`src/hw/rtl/gtp_tcp_payload_locator_unit_defines.svh`:
```
// Assertion macros used by the top level of the payload locator.
// Expects clk and rst_n in the scope of every use.
`ifndef GTP_TCP_PAYLOAD_LOCATOR_UNIT_DEFINES_SVH
`define GTP_TCP_PAYLOAD_LOCATOR_UNIT_DEFINES_SVH

// antecedent implies consequent in the same cycle
`define GTPPL_ASSERT_IMPL(label, ante, cons) \
  label: assert property (@(posedge clk) disable iff (!rst_n) (ante) |-> (cons)) \
    else $error("gtppl assertion failed");

// antecedent implies consequent in the next cycle
`define GTPPL_ASSERT_NEXT(label, ante, cons) \
  label: assert property (@(posedge clk) disable iff (!rst_n) (ante) |=> (cons)) \
    else $error("gtppl assertion failed");

`endif

```
`src/hw/rtl/gtppl_pkg.sv`:
```
// Package of the payload locator: transaction structs, parse stages,
// status codes and header size constants. No dependencies.
package gtppl_pkg;

  localparam int unsigned MAX_FRAME_BYTES = 16384;
  localparam int unsigned POS_W           = $clog2(MAX_FRAME_BYTES + 2);
  localparam int unsigned OUT_W           = 15;

  localparam int unsigned ETH_LEN        = 14;
  localparam int unsigned UDP_LEN        = 8;
  localparam int unsigned GTP_LEN        = 8;
  localparam int unsigned TCP_DOFF_BYTE  = 12;
  localparam int unsigned MIN_HDR_WORDS  = 5;
  localparam logic [7:0]  GTP_E_FLAG     = 8'h04;
  localparam logic [7:0]  LO_NIB_MASK    = 8'h0F;
  localparam logic [7:0]  HI_NIB_MASK    = 8'hF0;

  typedef enum logic [2:0] {
    STG_IP   = 3'd0,
    STG_TCP  = 3'd1,
    STG_DONE = 3'd2,
    STG_OIP  = 3'd3,
    STG_GTP  = 3'd4,
    STG_EXT  = 3'd5
  } stage_t;

  typedef enum logic [1:0] {
    STATUS_FOUND     = 2'd0,
    STATUS_EMPTY     = 2'd1,
    STATUS_MALFORMED = 2'd2,
    STATUS_TOO_LONG  = 2'd3
  } status_t;

  typedef struct packed {
    logic [7:0] data_byte;
    logic       frame_end;
  } in_item_t;

  typedef struct packed {
    status_t          status;
    logic [OUT_W-1:0] payload_offset;
    logic [OUT_W-1:0] payload_length;
  } out_item_t;

endpackage

```
`src/hw/rtl/gtp_tcp_payload_locator_unit.sv`:
```
// Top level of the TCP payload locator: input register, header walker,
// result register. Depends on gtppl_pkg and the three gtppl_* modules.
//
//   channel | ports                              | transaction
//   in      | in_valid, in_ready, in_data        | one frame byte, frame_end flag
//   out     | out_valid, out_ready, out_data     | status, payload offset, length
//   cfg     | cfg_we, cfg_wdata                  | tunnel_mode, one cycle write
//
// One byte per cycle sustained unless a final byte waits; a result is formed combinationally
// by the walker's stage compare and position adders and held in the result register.
// Synchronous active-low reset; tunnel_mode resets to plain IPv4+TCP.
// Non-final bytes keep flowing while a result waits; a final byte waits
// in the input register until the result register is free.
`include "gtp_tcp_payload_locator_unit_defines.svh"

module gtp_tcp_payload_locator_unit
  import gtppl_pkg::*;
(
  input  logic      clk,
  input  logic      rst_n,
  input  logic      in_valid,
  output logic      in_ready,
  input  in_item_t  in_data,
  output logic      out_valid,
  input  logic      out_ready,
  output out_item_t out_data,
  input  logic      cfg_we,
  input  logic      cfg_wdata
);

  logic      hold_valid;
  in_item_t  hold_data;
  logic      step_en;
  logic      slot_free;
  logic      res_valid;
  out_item_t res_data;

  assign step_en = hold_valid && (!hold_data.frame_end || slot_free);

  gtppl_in_stage u_in_stage (
    .clk        (clk),
    .rst_n      (rst_n),
    .in_valid   (in_valid),
    .in_ready   (in_ready),
    .in_data    (in_data),
    .take       (step_en),
    .hold_valid (hold_valid),
    .hold_data  (hold_data)
  );

  gtppl_walker u_walker (
    .clk       (clk),
    .rst_n     (rst_n),
    .cfg_we    (cfg_we),
    .cfg_wdata (cfg_wdata),
    .step_en   (step_en),
    .item      (hold_data),
    .res_valid (res_valid),
    .res_data  (res_data)
  );

  gtppl_out_stage u_out_stage (
    .clk       (clk),
    .rst_n     (rst_n),
    .res_valid (res_valid),
    .res_data  (res_data),
    .slot_free (slot_free),
    .out_valid (out_valid),
    .out_ready (out_ready),
    .out_data  (out_data)
  );

  `GTPPL_ASSERT_IMPL(a_stall_only_on_full_out, !in_ready, out_valid && !out_ready)
  `GTPPL_ASSERT_IMPL(a_unused_fields_zero,
    out_valid && out_data.status != STATUS_FOUND,
    out_data.payload_offset == '0 && out_data.payload_length == '0)
  `GTPPL_ASSERT_IMPL(a_found_has_bytes,
    out_valid && out_data.status == STATUS_FOUND, out_data.payload_length != '0)

endmodule

```
`src/hw/rtl/gtppl_in_stage.sv`:
```
// Input register of the payload locator: holds one byte transaction.
// Depends on gtppl_pkg.
module gtppl_in_stage
  import gtppl_pkg::*;
(
  input  logic     clk,
  input  logic     rst_n,
  input  logic     in_valid,
  output logic     in_ready,
  input  in_item_t in_data,
  input  logic     take,
  output logic     hold_valid,
  output in_item_t hold_data
);

  logic     valid_r, valid_nxt;
  in_item_t data_r;

  assign in_ready   = !valid_r || take;
  assign valid_nxt  = in_valid || (valid_r && !take);
  assign hold_valid = valid_r;
  assign hold_data  = data_r;

  always_ff @(posedge clk) begin
    if (!rst_n) begin
      valid_r <= 1'b0;
    end else begin
      valid_r <= in_ready ? in_valid : valid_nxt;
    end
  end

  always_ff @(posedge clk) begin
    if (in_valid && in_ready) begin
      data_r <= in_data;
    end
  end

endmodule

```
`src/hw/rtl/gtppl_walker.sv`:
```
// Header walker: mode register, per-frame parse state and result logic.
// Depends on gtppl_pkg.
module gtppl_walker
  import gtppl_pkg::*;
(
  input  logic      clk,
  input  logic      rst_n,
  input  logic      cfg_we,
  input  logic      cfg_wdata,
  input  logic      step_en,
  input  in_item_t  item,
  output logic      res_valid,
  output out_item_t res_data
);

  localparam logic [POS_W-1:0] MAX_POS = POS_W'(MAX_FRAME_BYTES);

  logic             tunnel_r;
  stage_t           stage_r, stage_nxt, cur_stage;
  logic [POS_W-1:0] pos_r, pos_nxt, pos_adv;
  logic [POS_W-1:0] hend_r, hend_nxt, cur_hend;
  logic             pend_r, pend_nxt, cur_pend;
  logic             mal_r, mal_nxt, cur_mal;
  logic [POS_W-1:0] fo_r, fo_nxt, cur_fo;
  logic             first;
  logic [3:0]       lo_nib, hi_nib;
  logic [POS_W-1:0] lo_words, hi_words, ip_end;

  assign first    = (pos_r == '0);
  assign lo_nib   = 4'(item.data_byte & LO_NIB_MASK);
  assign hi_nib   = 4'((item.data_byte & HI_NIB_MASK) >> 4);
  assign lo_words = POS_W'({lo_nib, 2'b00});
  assign hi_words = POS_W'({hi_nib, 2'b00});
  assign ip_end   = pos_r + lo_words;

  always_comb begin
    cur_stage = first ? (tunnel_r ? STG_OIP : STG_IP) : stage_r;
    cur_hend  = first ? (tunnel_r ? POS_W'(ETH_LEN) : '0) : hend_r;
    cur_pend  = first ? 1'b0 : pend_r;
    cur_mal   = first ? 1'b0 : mal_r;
    cur_fo    = first ? '0 : fo_r;

    stage_nxt = cur_stage;
    hend_nxt  = cur_hend;
    pend_nxt  = cur_pend;
    mal_nxt   = cur_mal;
    fo_nxt    = cur_fo;
    pos_adv   = pos_r;

    if (step_en) begin
      if (pos_r < MAX_POS) begin
        pos_adv = pos_r + POS_W'(1);
        if (!cur_mal && cur_stage != STG_DONE && pos_r == cur_hend) begin
          case (cur_stage)
            STG_OIP: begin
              if (lo_nib < 4'(MIN_HDR_WORDS)) begin
                mal_nxt = 1'b1;
              end else begin
                hend_nxt  = ip_end + POS_W'(UDP_LEN);
                stage_nxt = STG_GTP;
              end
            end
            STG_GTP: begin
              hend_nxt = pos_r + POS_W'(GTP_LEN);
              if ((item.data_byte & GTP_E_FLAG) != '0) begin
                stage_nxt = STG_EXT;
                pend_nxt  = 1'b1;
              end else begin
                stage_nxt = STG_IP;
              end
            end
            STG_EXT: begin
              if (cur_pend) begin
                hend_nxt = pos_r + POS_W'(1);
                if (item.data_byte == '0) begin
                  stage_nxt = STG_IP;
                end else begin
                  pend_nxt = 1'b0;
                end
              end else begin
                hend_nxt = pos_r + POS_W'(1) + POS_W'(item.data_byte);
                pend_nxt = 1'b1;
              end
            end
            STG_IP: begin
              if (lo_nib < 4'(MIN_HDR_WORDS)) begin
                mal_nxt = 1'b1;
              end else begin
                fo_nxt    = ip_end;
                hend_nxt  = ip_end + POS_W'(TCP_DOFF_BYTE);
                stage_nxt = STG_TCP;
              end
            end
            STG_TCP: begin
              if (hi_nib < 4'(MIN_HDR_WORDS)) begin
                mal_nxt = 1'b1;
              end else begin
                fo_nxt    = cur_fo + hi_words;
                stage_nxt = STG_DONE;
              end
            end
            default: begin
              stage_nxt = cur_stage;
            end
          endcase
        end
      end else begin
        pos_adv = MAX_POS + POS_W'(1);
      end
    end
  end

  assign res_valid = step_en && item.frame_end;
  assign pos_nxt   = res_valid ? '0 : pos_adv;

  always_comb begin
    res_data.status         = STATUS_FOUND;
    res_data.payload_offset = '0;
    res_data.payload_length = '0;
    if (pos_adv > MAX_POS) begin
      res_data.status = STATUS_TOO_LONG;
    end else if (mal_nxt || stage_nxt != STG_DONE || pos_adv < fo_nxt) begin
      res_data.status = STATUS_MALFORMED;
    end else if (pos_adv == fo_nxt) begin
      res_data.status = STATUS_EMPTY;
    end else begin
      res_data.payload_offset = OUT_W'(fo_nxt);
      res_data.payload_length = OUT_W'(pos_adv - fo_nxt);
    end
  end

  always_ff @(posedge clk) begin
    if (!rst_n) begin
      tunnel_r <= 1'b0;
      stage_r  <= STG_IP;
      pos_r    <= '0;
      hend_r   <= '0;
      pend_r   <= 1'b0;
      mal_r    <= 1'b0;
      fo_r     <= '0;
    end else begin
      if (cfg_we) begin
        tunnel_r <= cfg_wdata;
      end
      stage_r <= stage_nxt;
      pos_r   <= pos_nxt;
      hend_r  <= hend_nxt;
      pend_r  <= pend_nxt;
      mal_r   <= mal_nxt;
      fo_r    <= fo_nxt;
    end
  end

endmodule

```
`src/hw/rtl/gtppl_out_stage.sv`:
```
// Result register of the payload locator: holds one result transaction.
// Depends on gtppl_pkg.
module gtppl_out_stage
  import gtppl_pkg::*;
(
  input  logic      clk,
  input  logic      rst_n,
  input  logic      res_valid,
  input  out_item_t res_data,
  output logic      slot_free,
  output logic      out_valid,
  input  logic      out_ready,
  output out_item_t out_data
);

  logic      valid_r, valid_nxt;
  out_item_t data_r;

  assign slot_free = !valid_r || out_ready;
  assign valid_nxt = res_valid || (valid_r && !out_ready);
  assign out_valid = valid_r;
  assign out_data  = data_r;

  always_ff @(posedge clk) begin
    if (!rst_n) begin
      valid_r <= 1'b0;
    end else begin
      valid_r <= valid_nxt;
    end
  end

  always_ff @(posedge clk) begin
    if (res_valid) begin
      data_r <= res_data;
    end
  end

endmodule

```
`config.mk`:
```
export PLATFORM = sky130hd
export DESIGN_NAME = gtp_tcp_payload_locator_unit
export DESIGN_NICKNAME = d
export VERILOG_FILES = /design/src/hw/rtl/gtppl_pkg.sv /design/src/hw/rtl/gtp_tcp_payload_locator_unit.sv /design/src/hw/rtl/gtppl_in_stage.sv /design/src/hw/rtl/gtppl_walker.sv /design/src/hw/rtl/gtppl_out_stage.sv
export VERILOG_INCLUDE_DIRS = /design/src /design/src/hw/rtl
export SDC_FILE = /design/constraint.sdc
export NUM_CORES = 1
export LEC_CHECK = 0
export ABC_AREA = 1
export BUFFER_PORTS_ARGS = -buffer_cell sky130_fd_sc_hd__buf_2
export CORE_MARGIN = 2
export CORE_UTILIZATION = 47
export CTS_CLUSTER_DIAMETER = 60
export CTS_CLUSTER_SIZE = 30
export DETAILED_ROUTE_END_ITERATION = 12
export GPL_ROUTABILITY_DRIVEN = 0
export PLACE_DENSITY = 0.61
export REMOVE_ABC_BUFFERS = 1
export SYNTH_ARGS = -nofsm -noshare
export SYNTH_HDL_FRONTEND = slang
export SYNTH_HIERARCHICAL = 1
export SYNTH_SLANG_ARGS = --single-unit
```
`constraint.sdc`:
```
create_clock -name clk -period 8.9 [get_ports clk]
set_input_delay 2.225 -clock clk [delete_from_list [all_inputs] [get_ports clk]]
set_output_delay 2.225 -clock clk [all_outputs]
set_load 0.02 [all_outputs]
```
Word level (Yosys, flattened, before mapping)
Index checks and enable logic that the tools add are counted.
{ "totals": {"regBits": 94, "output_inout_bits": 34, "elab_cells": 112} }
{ "classes": {"addsub": 8, "order_cmp": 5, "n_eq_ne": 8, "muxes": 48, "bitwise": 1, "reduce_logical": 27} }
{ "op_table": {"columns": ["op", "n"], "rows": [
  ["15-bit two-way mux", 15],
  ["15-bit case mux with 4 select lines", 1],
  ["15-bit by 4-bit adder with 15-bit output (second input constant)", 3],
  ["15-bit by 6-bit adder with 15-bit output", 2],
  ["15-bit equality test", 2],
  ["3-bit two-way mux", 10],
  ["15-bit case mux with 2 select lines", 1],
  ["1-bit two-way mux", 16],
  ["15-bit by 1-bit adder with 15-bit output (second input constant)", 1],
  ["15-bit by 8-bit adder with 15-bit output", 1],
  ["15-bit > comparator (second input constant)", 1],
  ["15-bit zero test", 1],
  ["15-bit < comparator", 1],
  ["15-bit < comparator (second input constant)", 1],
  ["3-bit case mux with 5 select lines", 1],
  ["15-bit subtractor", 1],
  ["8-bit zero test", 1],
  ["4-bit by 3-bit < comparator with 1-bit output (second input constant)", 2],
  ["1-bit logical AND", 7],
  ["1-bit logical OR", 7],
  ["3-bit equality test (second input constant)", 2],
  ["1-bit zero test", 6],
  ["3-bit by 2-bit != test with 1-bit output (second input constant)", 2],
  ["2-bit OR reduction", 3],
  ["other kinds (8)", 9]
]} }

Longest topological paths before layout
Gate-level depths: netlist of the first run.
{ "depth": {"word_depth": 12, "depth_mapped": 34} }

Hierarchy
The synthesis of the first run kept the hierarchy.
{ "modules_own_cells": {"columns": ["mod", "instances", "cells_each", "area_per_inst_um2"], "rows": [
  ["gtppl_walker", 1, 1152, 6635.1],
  ["gtppl_out_stage", 1, 38, 1007.2],
  ["gtppl_in_stage", 1, 16, 321.6],
  ["gtp_tcp_payload_locator_unit", 1, 3, 16.3]
]} }

Worst setup path after synthesis of the first run
OpenSTA, ideal clock, no wires.
{ "synth_timing": {"kind": "in2reg", "from": "in out_ready", "to": "reg u_out_stage.data_r (netlist bit u_out_stage/out_data[26]), data pin", "setup_ps": 265, "t_arrival_ps": 5853, "required_time_ps": 8635, "setup_slack_ps": 2782, "path_stages": 27, "n_path_buf": 4, "path_cell_list": "inv_1 -> nand2_2 -> inv_1 -> a21oi_2 -> clkbuf_1 -> nand2_1 -> inv_1 -> nand3_1 -> nor2_2 -> nand3_1 -> nor2_4 -> nand2_4 -> a21oi_2 -> buf_2 -> a22oi_1 -> ha_1 -> nand2_1 -> nor2_1 -> a211oi_1 -> o21ai_0 -> nand3_1 -> nand2_1 -> a221o_1 -> nand4_2 -> buf_6 -> buf_12 -> nor2_2"} }
{ "synth_between": {"elab_chain_len": 8, "elab_cells_between_ends": 14, "classes_between": "order compare (2); eq/ne (2); mux (4); reduce/logical (6)"} }
{ "synth_lines": {"columns": ["element", "line_no", "source"], "rows": [
  ["start: declaration", "gtp_tcp_payload_locator_unit.sv:25", "input logic out_ready,"],
  ["1-bit logical OR (*)", "gtppl_out_stage.sv:19", "assign slot_free = !valid_r || out_ready;"],
  ["net slot_free", "gtp_tcp_payload_locator_unit.sv:34", "logic slot_free;"],
  ["1-bit logical OR (*)", "gtp_tcp_payload_locator_unit.sv:38", "assign step_en = hold_valid && (!hold_data.frame_end || slot_free);"],
  ["1-bit logical AND (*)", "gtp_tcp_payload_locator_unit.sv:38", null],
  ["net step_en", "gtp_tcp_payload_locator_unit.sv:33", "logic step_en;"],
  ["branches (longest 5 deep; another with 15-bit < comparator)", null, null],
  ["end signal: assignment", "gtppl_out_stage.sv:34", "data_r <= res_data;"],
  ["end: declaration", "gtppl_out_stage.sv:17", "out_item_t data_r;"]
]} }
Mark *: on every way through the listed nets, which the timed path passes.
A chain may end at the register's enable or synchronous reset.

Worst setup path after layout of the first run
{ "layout_timing": {"from": "in out_ready", "to": "reg u_out_stage.data_r (netlist bit u_out_stage/out_data[29]), data pin"} }
The elaborated chain is that of the path after synthesis.

==> results.cfg, run 1 <==
[outcome]
status = finished, final reports clean

[clock_tree]
cts_htree_levels = 3
cts_tree = yes
postCtsSetupRepairBufs = 0
cts_buffers = 9
cts-hold-fix-buffers = 0
worstSkewPairLatency_ns = 0.37
cts_resized = 0
ctsLongestPathBuffers = 2
clockRootBuffer = clkbuf_16
clk_pin_slew_ns = 0.07
numClockSinks = 94

[sta]
tns_ns = 0
worst_slack_ns = 1.57
slew_headroom = 0.385
setup_viol = 0
fin_skew_ns = 0.00658
finalCriticalPeriod_ns = 7.33
finalHoldViolCount = 0
fin_hold_ws_ns = 0.480
rsz0062_at_grt = no
drv_slew = 0
period_share = 0.824
fmax_ghz = 0.136
worst_pin_slew_ns = 0.923

[final_layout]
fillers = 1723
area_growth_pct = 8.31
finalNetCount = 1295
antennaDiodeCount = 0
layout-drive-gt1-share = 0.105
finish.utilization = 0.521
final_cells = 1464

[placed_design]
hpwl_mm = 20.7
place_inst = 1448
portBuffers = 48
preCtsSetupSlack_ns = 1.30

[synth]
synth_cell_types = 48
ys_seq_elements = 94
syn-cell-area_um2 = 7980
synthCells = 1209
yosysMostFrequentCell = nand2_1
synthTopCellsByArea = edfxtp_1 (15%), dfxtp_1 (13%), nand2_1 (13%)
synth_ff_type = dfxtp_1
postSynthAreaPerCell_um2 = 6.60
netlist.area_leader.share = 0.154
yosysTopAreaCell = edfxtp_1
async_flop_share = 0
ys_seq_area_frac = 0.287
yosys_warnings = 6
synth_edf_count = 41
synth_common_cells = nand2_1 (271), nor2_1 (171), inv_1 (143), nand3_1 (96), o21ai_0 (81)

[power_and_ir_drop]
ir_drop_mv = 0.103
p_per_area_nw_per_um2 = 132
power_leakage_nw = 3.92

[critical_path]
cp-end-kind = flip-flop
worst-path-buf-inv = 5
rr_worst_depth = 27
crit_path_start = out_ready
crit_type = in -> reg
critical-path-top-delay-family = simple AND/OR/NAND/NOR gates
cp_slowest_cell = a21oi_2
r2r-start = u_walker/pos_r[0]
start_kind = input pin
max_stage_delay_ns = 0.54
r2r-end = u_out_stage/out_data[29]
worstPathArrival_ns = 7.43
cp_max_fo = 15
r2r_slack_ns = 2.67
cp.required_ns = 9.00
cpMostUsedCell = nand2_1

[worst_hold_path]
hold_class = reg -> reg
min_to = u_out_stage/out_valid
hold_depth = 2
min_from = u_out_stage/out_valid

[grt]
antenna_found_initial = 0
grt_pass1_wl_mm = 41.6
grt_overflow = 0
grt_usage = 0.304
grt_max_degree = 46
grt_pass1_vias = 7443

[route]
routed_via_density = 5.65
drc = 0
dr.pass1.iters = 6
vias = 8274
totalWireLength_mm = 27.3
ant_nets = 0
initialDrtViolationCount = 821
wire_per_inst_um = 18.7

[floorplanning]
die_h_um = 134
ios = 49
core-area_um2 = 16600
die_area_um2 = 18000
die_width_um = 134
row_count = 47
initial_core_util = 0.481

[flow_run]
cap_violations = 0
-- cells by family after synthesis --
group                      after synthesis  synth area share
AOI/OAI and AO/OA                      202             0.140
buffers and inverters                  189            0.0992
and+or+nand+nor                        636             0.354
xor gates and xnor gates                47            0.0516
DFF                                     94             0.287
adders and majority gates               41            0.0680
-- cell type report --
type                    count  area (um^2)  area share
multi-input cells         926         4900       0.567
flip-flops and latches     94         2290       0.265
repair buffers             56          300      0.0347
clock inverters             7         67.6     0.00782
well taps                 220          275      0.0318
clock buffers               9          225      0.0261
inverters                 152          578      0.0669
-- registers in the layout, indices dropped and copies added, names as in the netlist, 3 cells and up --
register              flops
u_out_stage/out_data     32
u_walker/fo_r            15
u_walker/hend_r          15
u_walker/pos_r           15
u_in_stage/hold_data      9
u_walker/stage_r          3
-- layer usage --
layer  up-vias  global-route usage  wire [um]
li1       4046                   -          -
met4         0               0.115        877
met1      3792               0.427      12200
met5         -                   0          0
met3        64              0.0571       2370
met2       372               0.464      11900
-- metrics by stage --
| stage | power, mW | area [um^2] |
|---|---|---|
| finish | 1.14 | 8640 |
| global route | 1.18 | 8640 |
| CTS | 1.14 | 8640 |
| detailed placement | 0.746 | 8350 |
| global placement | 0.746 | 8350 |
| floorplan | 0.664 | 7770 |
-- worst max-delay path by stage --
| stage | to | cells after the start | slack [ns] |
|---|---|---|---|
| floorplan | u_out_stage/out_data[10] | 24 | 1.93 |
| global placement | u_out_stage/out_data[29] | 26 | 1.50 |
| detailed placement | u_out_stage/out_data[29] | 26 | 1.30 |
| CTS | u_out_stage/out_data[29] | 26 | 1.66 |
| global route | u_out_stage/out_data[29] | 26 | 1.01 |
| finish | u_out_stage/out_data[29] | 26 | 1.57 |
-- cell usage in the layout, fill, tap and decap left out, types with 3 or more instances in the layout --
master	instances
nand2_1	271
nor2_1	171
inv_1	143
nand3_1	96
o21ai_0	81
a21oi_1	73
dfxtp_1	53
buf_2	48
edfxtp_1	41
ha_1	37
xor2_1	36
nand4_1	25
nor3_1	21
nor2_4	14
o22ai_1	13
nand2_2	11
xnor2_1	11
clkbuf_16	9
buf_4	8
o211ai_1	7
a21oi_2	6
inv_2	6
nor2_2	6
or2_2	6
nor4_1	5
a31oi_1	5
a211oi_1	4
fa_1	4
clkinv_4	3
a21boi_0	3
-- power breakdown --
group,switching (mW),internal (mW)
clock,0.197,0.197
sequential,0.0101,0.465
combinational,0.192,0.0772
-- worst reg2reg max path: cells and delay by family, from the launching register on --
family / cells / cell delay [ns]
AND/OR/NAND/NOR: 18 / 2.79
flip-flops: 1 / 0.38
adder cells (fa/ha/maj): 2 / 0.58
AO/OA/AOI/OAI: 5 / 1.68
buffers and inverters: 2 / 0.56
(Power assumes the default switching activity.)
==> run 2, diff against run 1 <==
Settings changed: ABC_AREA 1 to 0.
Clock period 8.9 ns to 7.1 ns, I/O delays scaled along.
==> results.cfg, run 2 <==
[synth]
yosys_warnings = 6
synth_common_cells = nor2_1 (84), a21oi_1 (76), nand2_1 (73), nor3_1 (57), dfxtp_1 (53)
yosysTopAreaCell = edfxtp_1
synthCells = 1013
syn-cell-area_um2 = 8210
yosysMostFrequentCell = nor2_1
ys_seq_elements = 94
ys_seq_area_frac = 0.279
synthTopCellsByArea = edfxtp_1 (15%), dfxtp_1 (13%), ha_1 (5.6%)
synth_cell_types = 91
synth_edf_count = 41
synth_ff_type = dfxtp_1
postSynthAreaPerCell_um2 = 8.11
async_flop_share = 0
netlist.area_leader.share = 0.150

[floorplanning]
die_h_um = 136
ios = 49
core-area_um2 = 17200
initial_core_util = 0.478
die_width_um = 136
row_count = 48
die_area_um2 = 18500

[critical_path]
cp.required_ns = 7.19
start_kind = input pin
cp-end-kind = flip-flop
cp_max_fo = 31
worstPathArrival_ns = 6.37
crit_type = in -> reg

[sta]
setup_viol = 0
rsz0062_at_grt = no
tns_ns = 0
fin_hold_ws_ns = 0.486
worst_pin_slew_ns = 1.14
finalCriticalPeriod_ns = 6.28
slew_headroom = 0.233
finalHoldViolCount = 0
fmax_ghz = 0.159
period_share = 0.884
fin_skew_ns = 0.00906
drv_slew = 0

[flow_run]
cap_violations = 0

[worst_hold_path]
hold_class = reg -> reg

[route]
dr.pass1.iters = 6
totalWireLength_mm = 28.4
drc = 0
initialDrtViolationCount = 961
wire_per_inst_um = 22.4
routed_via_density = 6.59
ant_nets = 0
vias = 8348

[clock_tree]
cts-hold-fix-buffers = 0
clk_pin_slew_ns = 0.08
clockRootBuffer = clkbuf_16
cts_resized = 0
cts_htree_levels = 3
worstSkewPairLatency_ns = 0.36
ctsLongestPathBuffers = 2
postCtsSetupRepairBufs = 0
numClockSinks = 94
cts_buffers = 9
cts_tree = yes

[power_and_ir_drop]
p_sw_frac = 0.335
power.switching_mw = 0.495
ir_drop_mv = 0.131
comb_power_share = 0.235
p_seq_frac = 0.408
p_clk_frac = 0.357
p_int_mw = 0.980
power_leakage_nw = 3.31
p_per_area_nw_per_um2 = 164

[grt]
grt_overflow = 0
grt_pass1_vias = 7523
antenna_found_initial = 1
grt_usage = 0.312
grt_max_degree = 35
grt_pass1_wl_mm = 43.9

[final_layout]
layout_commonest_cell = nor2_1
fillers = 1697
layout-drive-gt1-share = 0.136
finalNetCount = 1092
antennaDiodeCount = 0
largest_register_ffs = 32
area_growth_pct = 9.33
layout_common_cells = nor2_1 (84), a21oi_1 (75), nand2_1 (73)

[placed_design]
portBuffers = 48
hpwl_mm = 21.3

[outcome]
status = finished, final reports clean
## run 2: layout make-up
class,count,area (um^2),area share
Timing Repair Buffer,74,435,0.0485
Clock buffer,9,225,0.0251
Multi-Input combinational cell,818,5510,0.613
Inverter,39,146,0.0163
Tap cell,225,282,0.0314
Clock inverter,7,88.8,0.00990
Sequential cell,94,2290,0.255
## run 2: path summary, 6_finish.rpt
| kind | cells past startpoint | slack [ns] | end | from |
|---|---|---|---|---|
| setup / recovery | 19 | 0.82 | u_out_stage/out_data[25] | out_ready |
| hold / removal | 2 | 0.49 | u_walker/hend_r[0] | u_walker/hend_r[0] |
| setup reg to reg | 26 | 0.99 | u_out_stage/out_data[25] | u_walker/pos_r[1] |
| hold reg to reg | 2 | 0.49 | u_walker/hend_r[0] | u_walker/hend_r[0] |
## run 2: metrics by stage
step / utilization / power (mW) / setup slack [ns] / area, um^2 / std cells
global placement: 0.504 / 0.954 / 0.641 / 8660 / 1250
detailed placement: 0.504 / 0.952 / 0.548 / 8660 / 1250
finish: 0.523 / 1.48 / 0.822 / 8980 / 1266
floorplan: - / 0.835 / 0.157 / 7940 / 951
global route: 0.523 / 1.54 / 0.478 / 8980 / 1266
CTS: 0.523 / 1.48 / 0.931 / 8980 / 1266
## run 2: kinds of logic (layout without fill, tap and decap cells)
kind of cell | after synthesis | in the layout | synth area share
XOR/XNOR | 61 | 61 | 0.0651
adder cells (fa/ha/maj) | 42 | 42 | 0.0674
AO/OA/AOI/OAI | 310 | 310 | 0.264
flip-flops | 94 | 94 | 0.279
AND/OR/NAND/NOR | 395 | 395 | 0.261
multiplexers | 10 | 10 | 0.0131
buffers and inverters | 101 | 129 | 0.0506
## run 2: per-layer routing
layer  share of wire  vias up  track usage  wire (um)
met5               0        -            0          0
li1                -     3857            -          -
met1            0.44     3944        0.449      12600
met3            0.10       69       0.0735       2830
met2            0.42      478        0.445      11900
met4           0.037        0        0.132       1060
## run 2: worst max-delay path, stage by stage
cell,delay [ns]
buf_2,0.07
nand2b_4,0.11
inv_1,0.04
a21boi_1,0.16
nor2b_1,0.32
o21ai_0,0.14
nor3_1,0.31
o211ai_2,0.28
nor4_4,0.37
a21oi_1,0.11
a21oi_1,0.40
ha_1,0.37
or2_2,0.29
a21oi_1,0.27
a21oi_1,0.11
a221o_1,0.37
a221o_1,0.35
nand4_4,0.36
nor3_1,0.13
## run 2: power groups by stage
stage | combinational (mW) | sequential, mW | clock, mW
floorplan | 0.217 | 0.618 | 0
global placement | 0.340 | 0.614 | 0
detailed placement | 0.338 | 0.614 | 0
CTS | 0.340 | 0.601 | 0.539
global route | 0.373 | 0.604 | 0.561
finish | 0.347 | 0.602 | 0.526
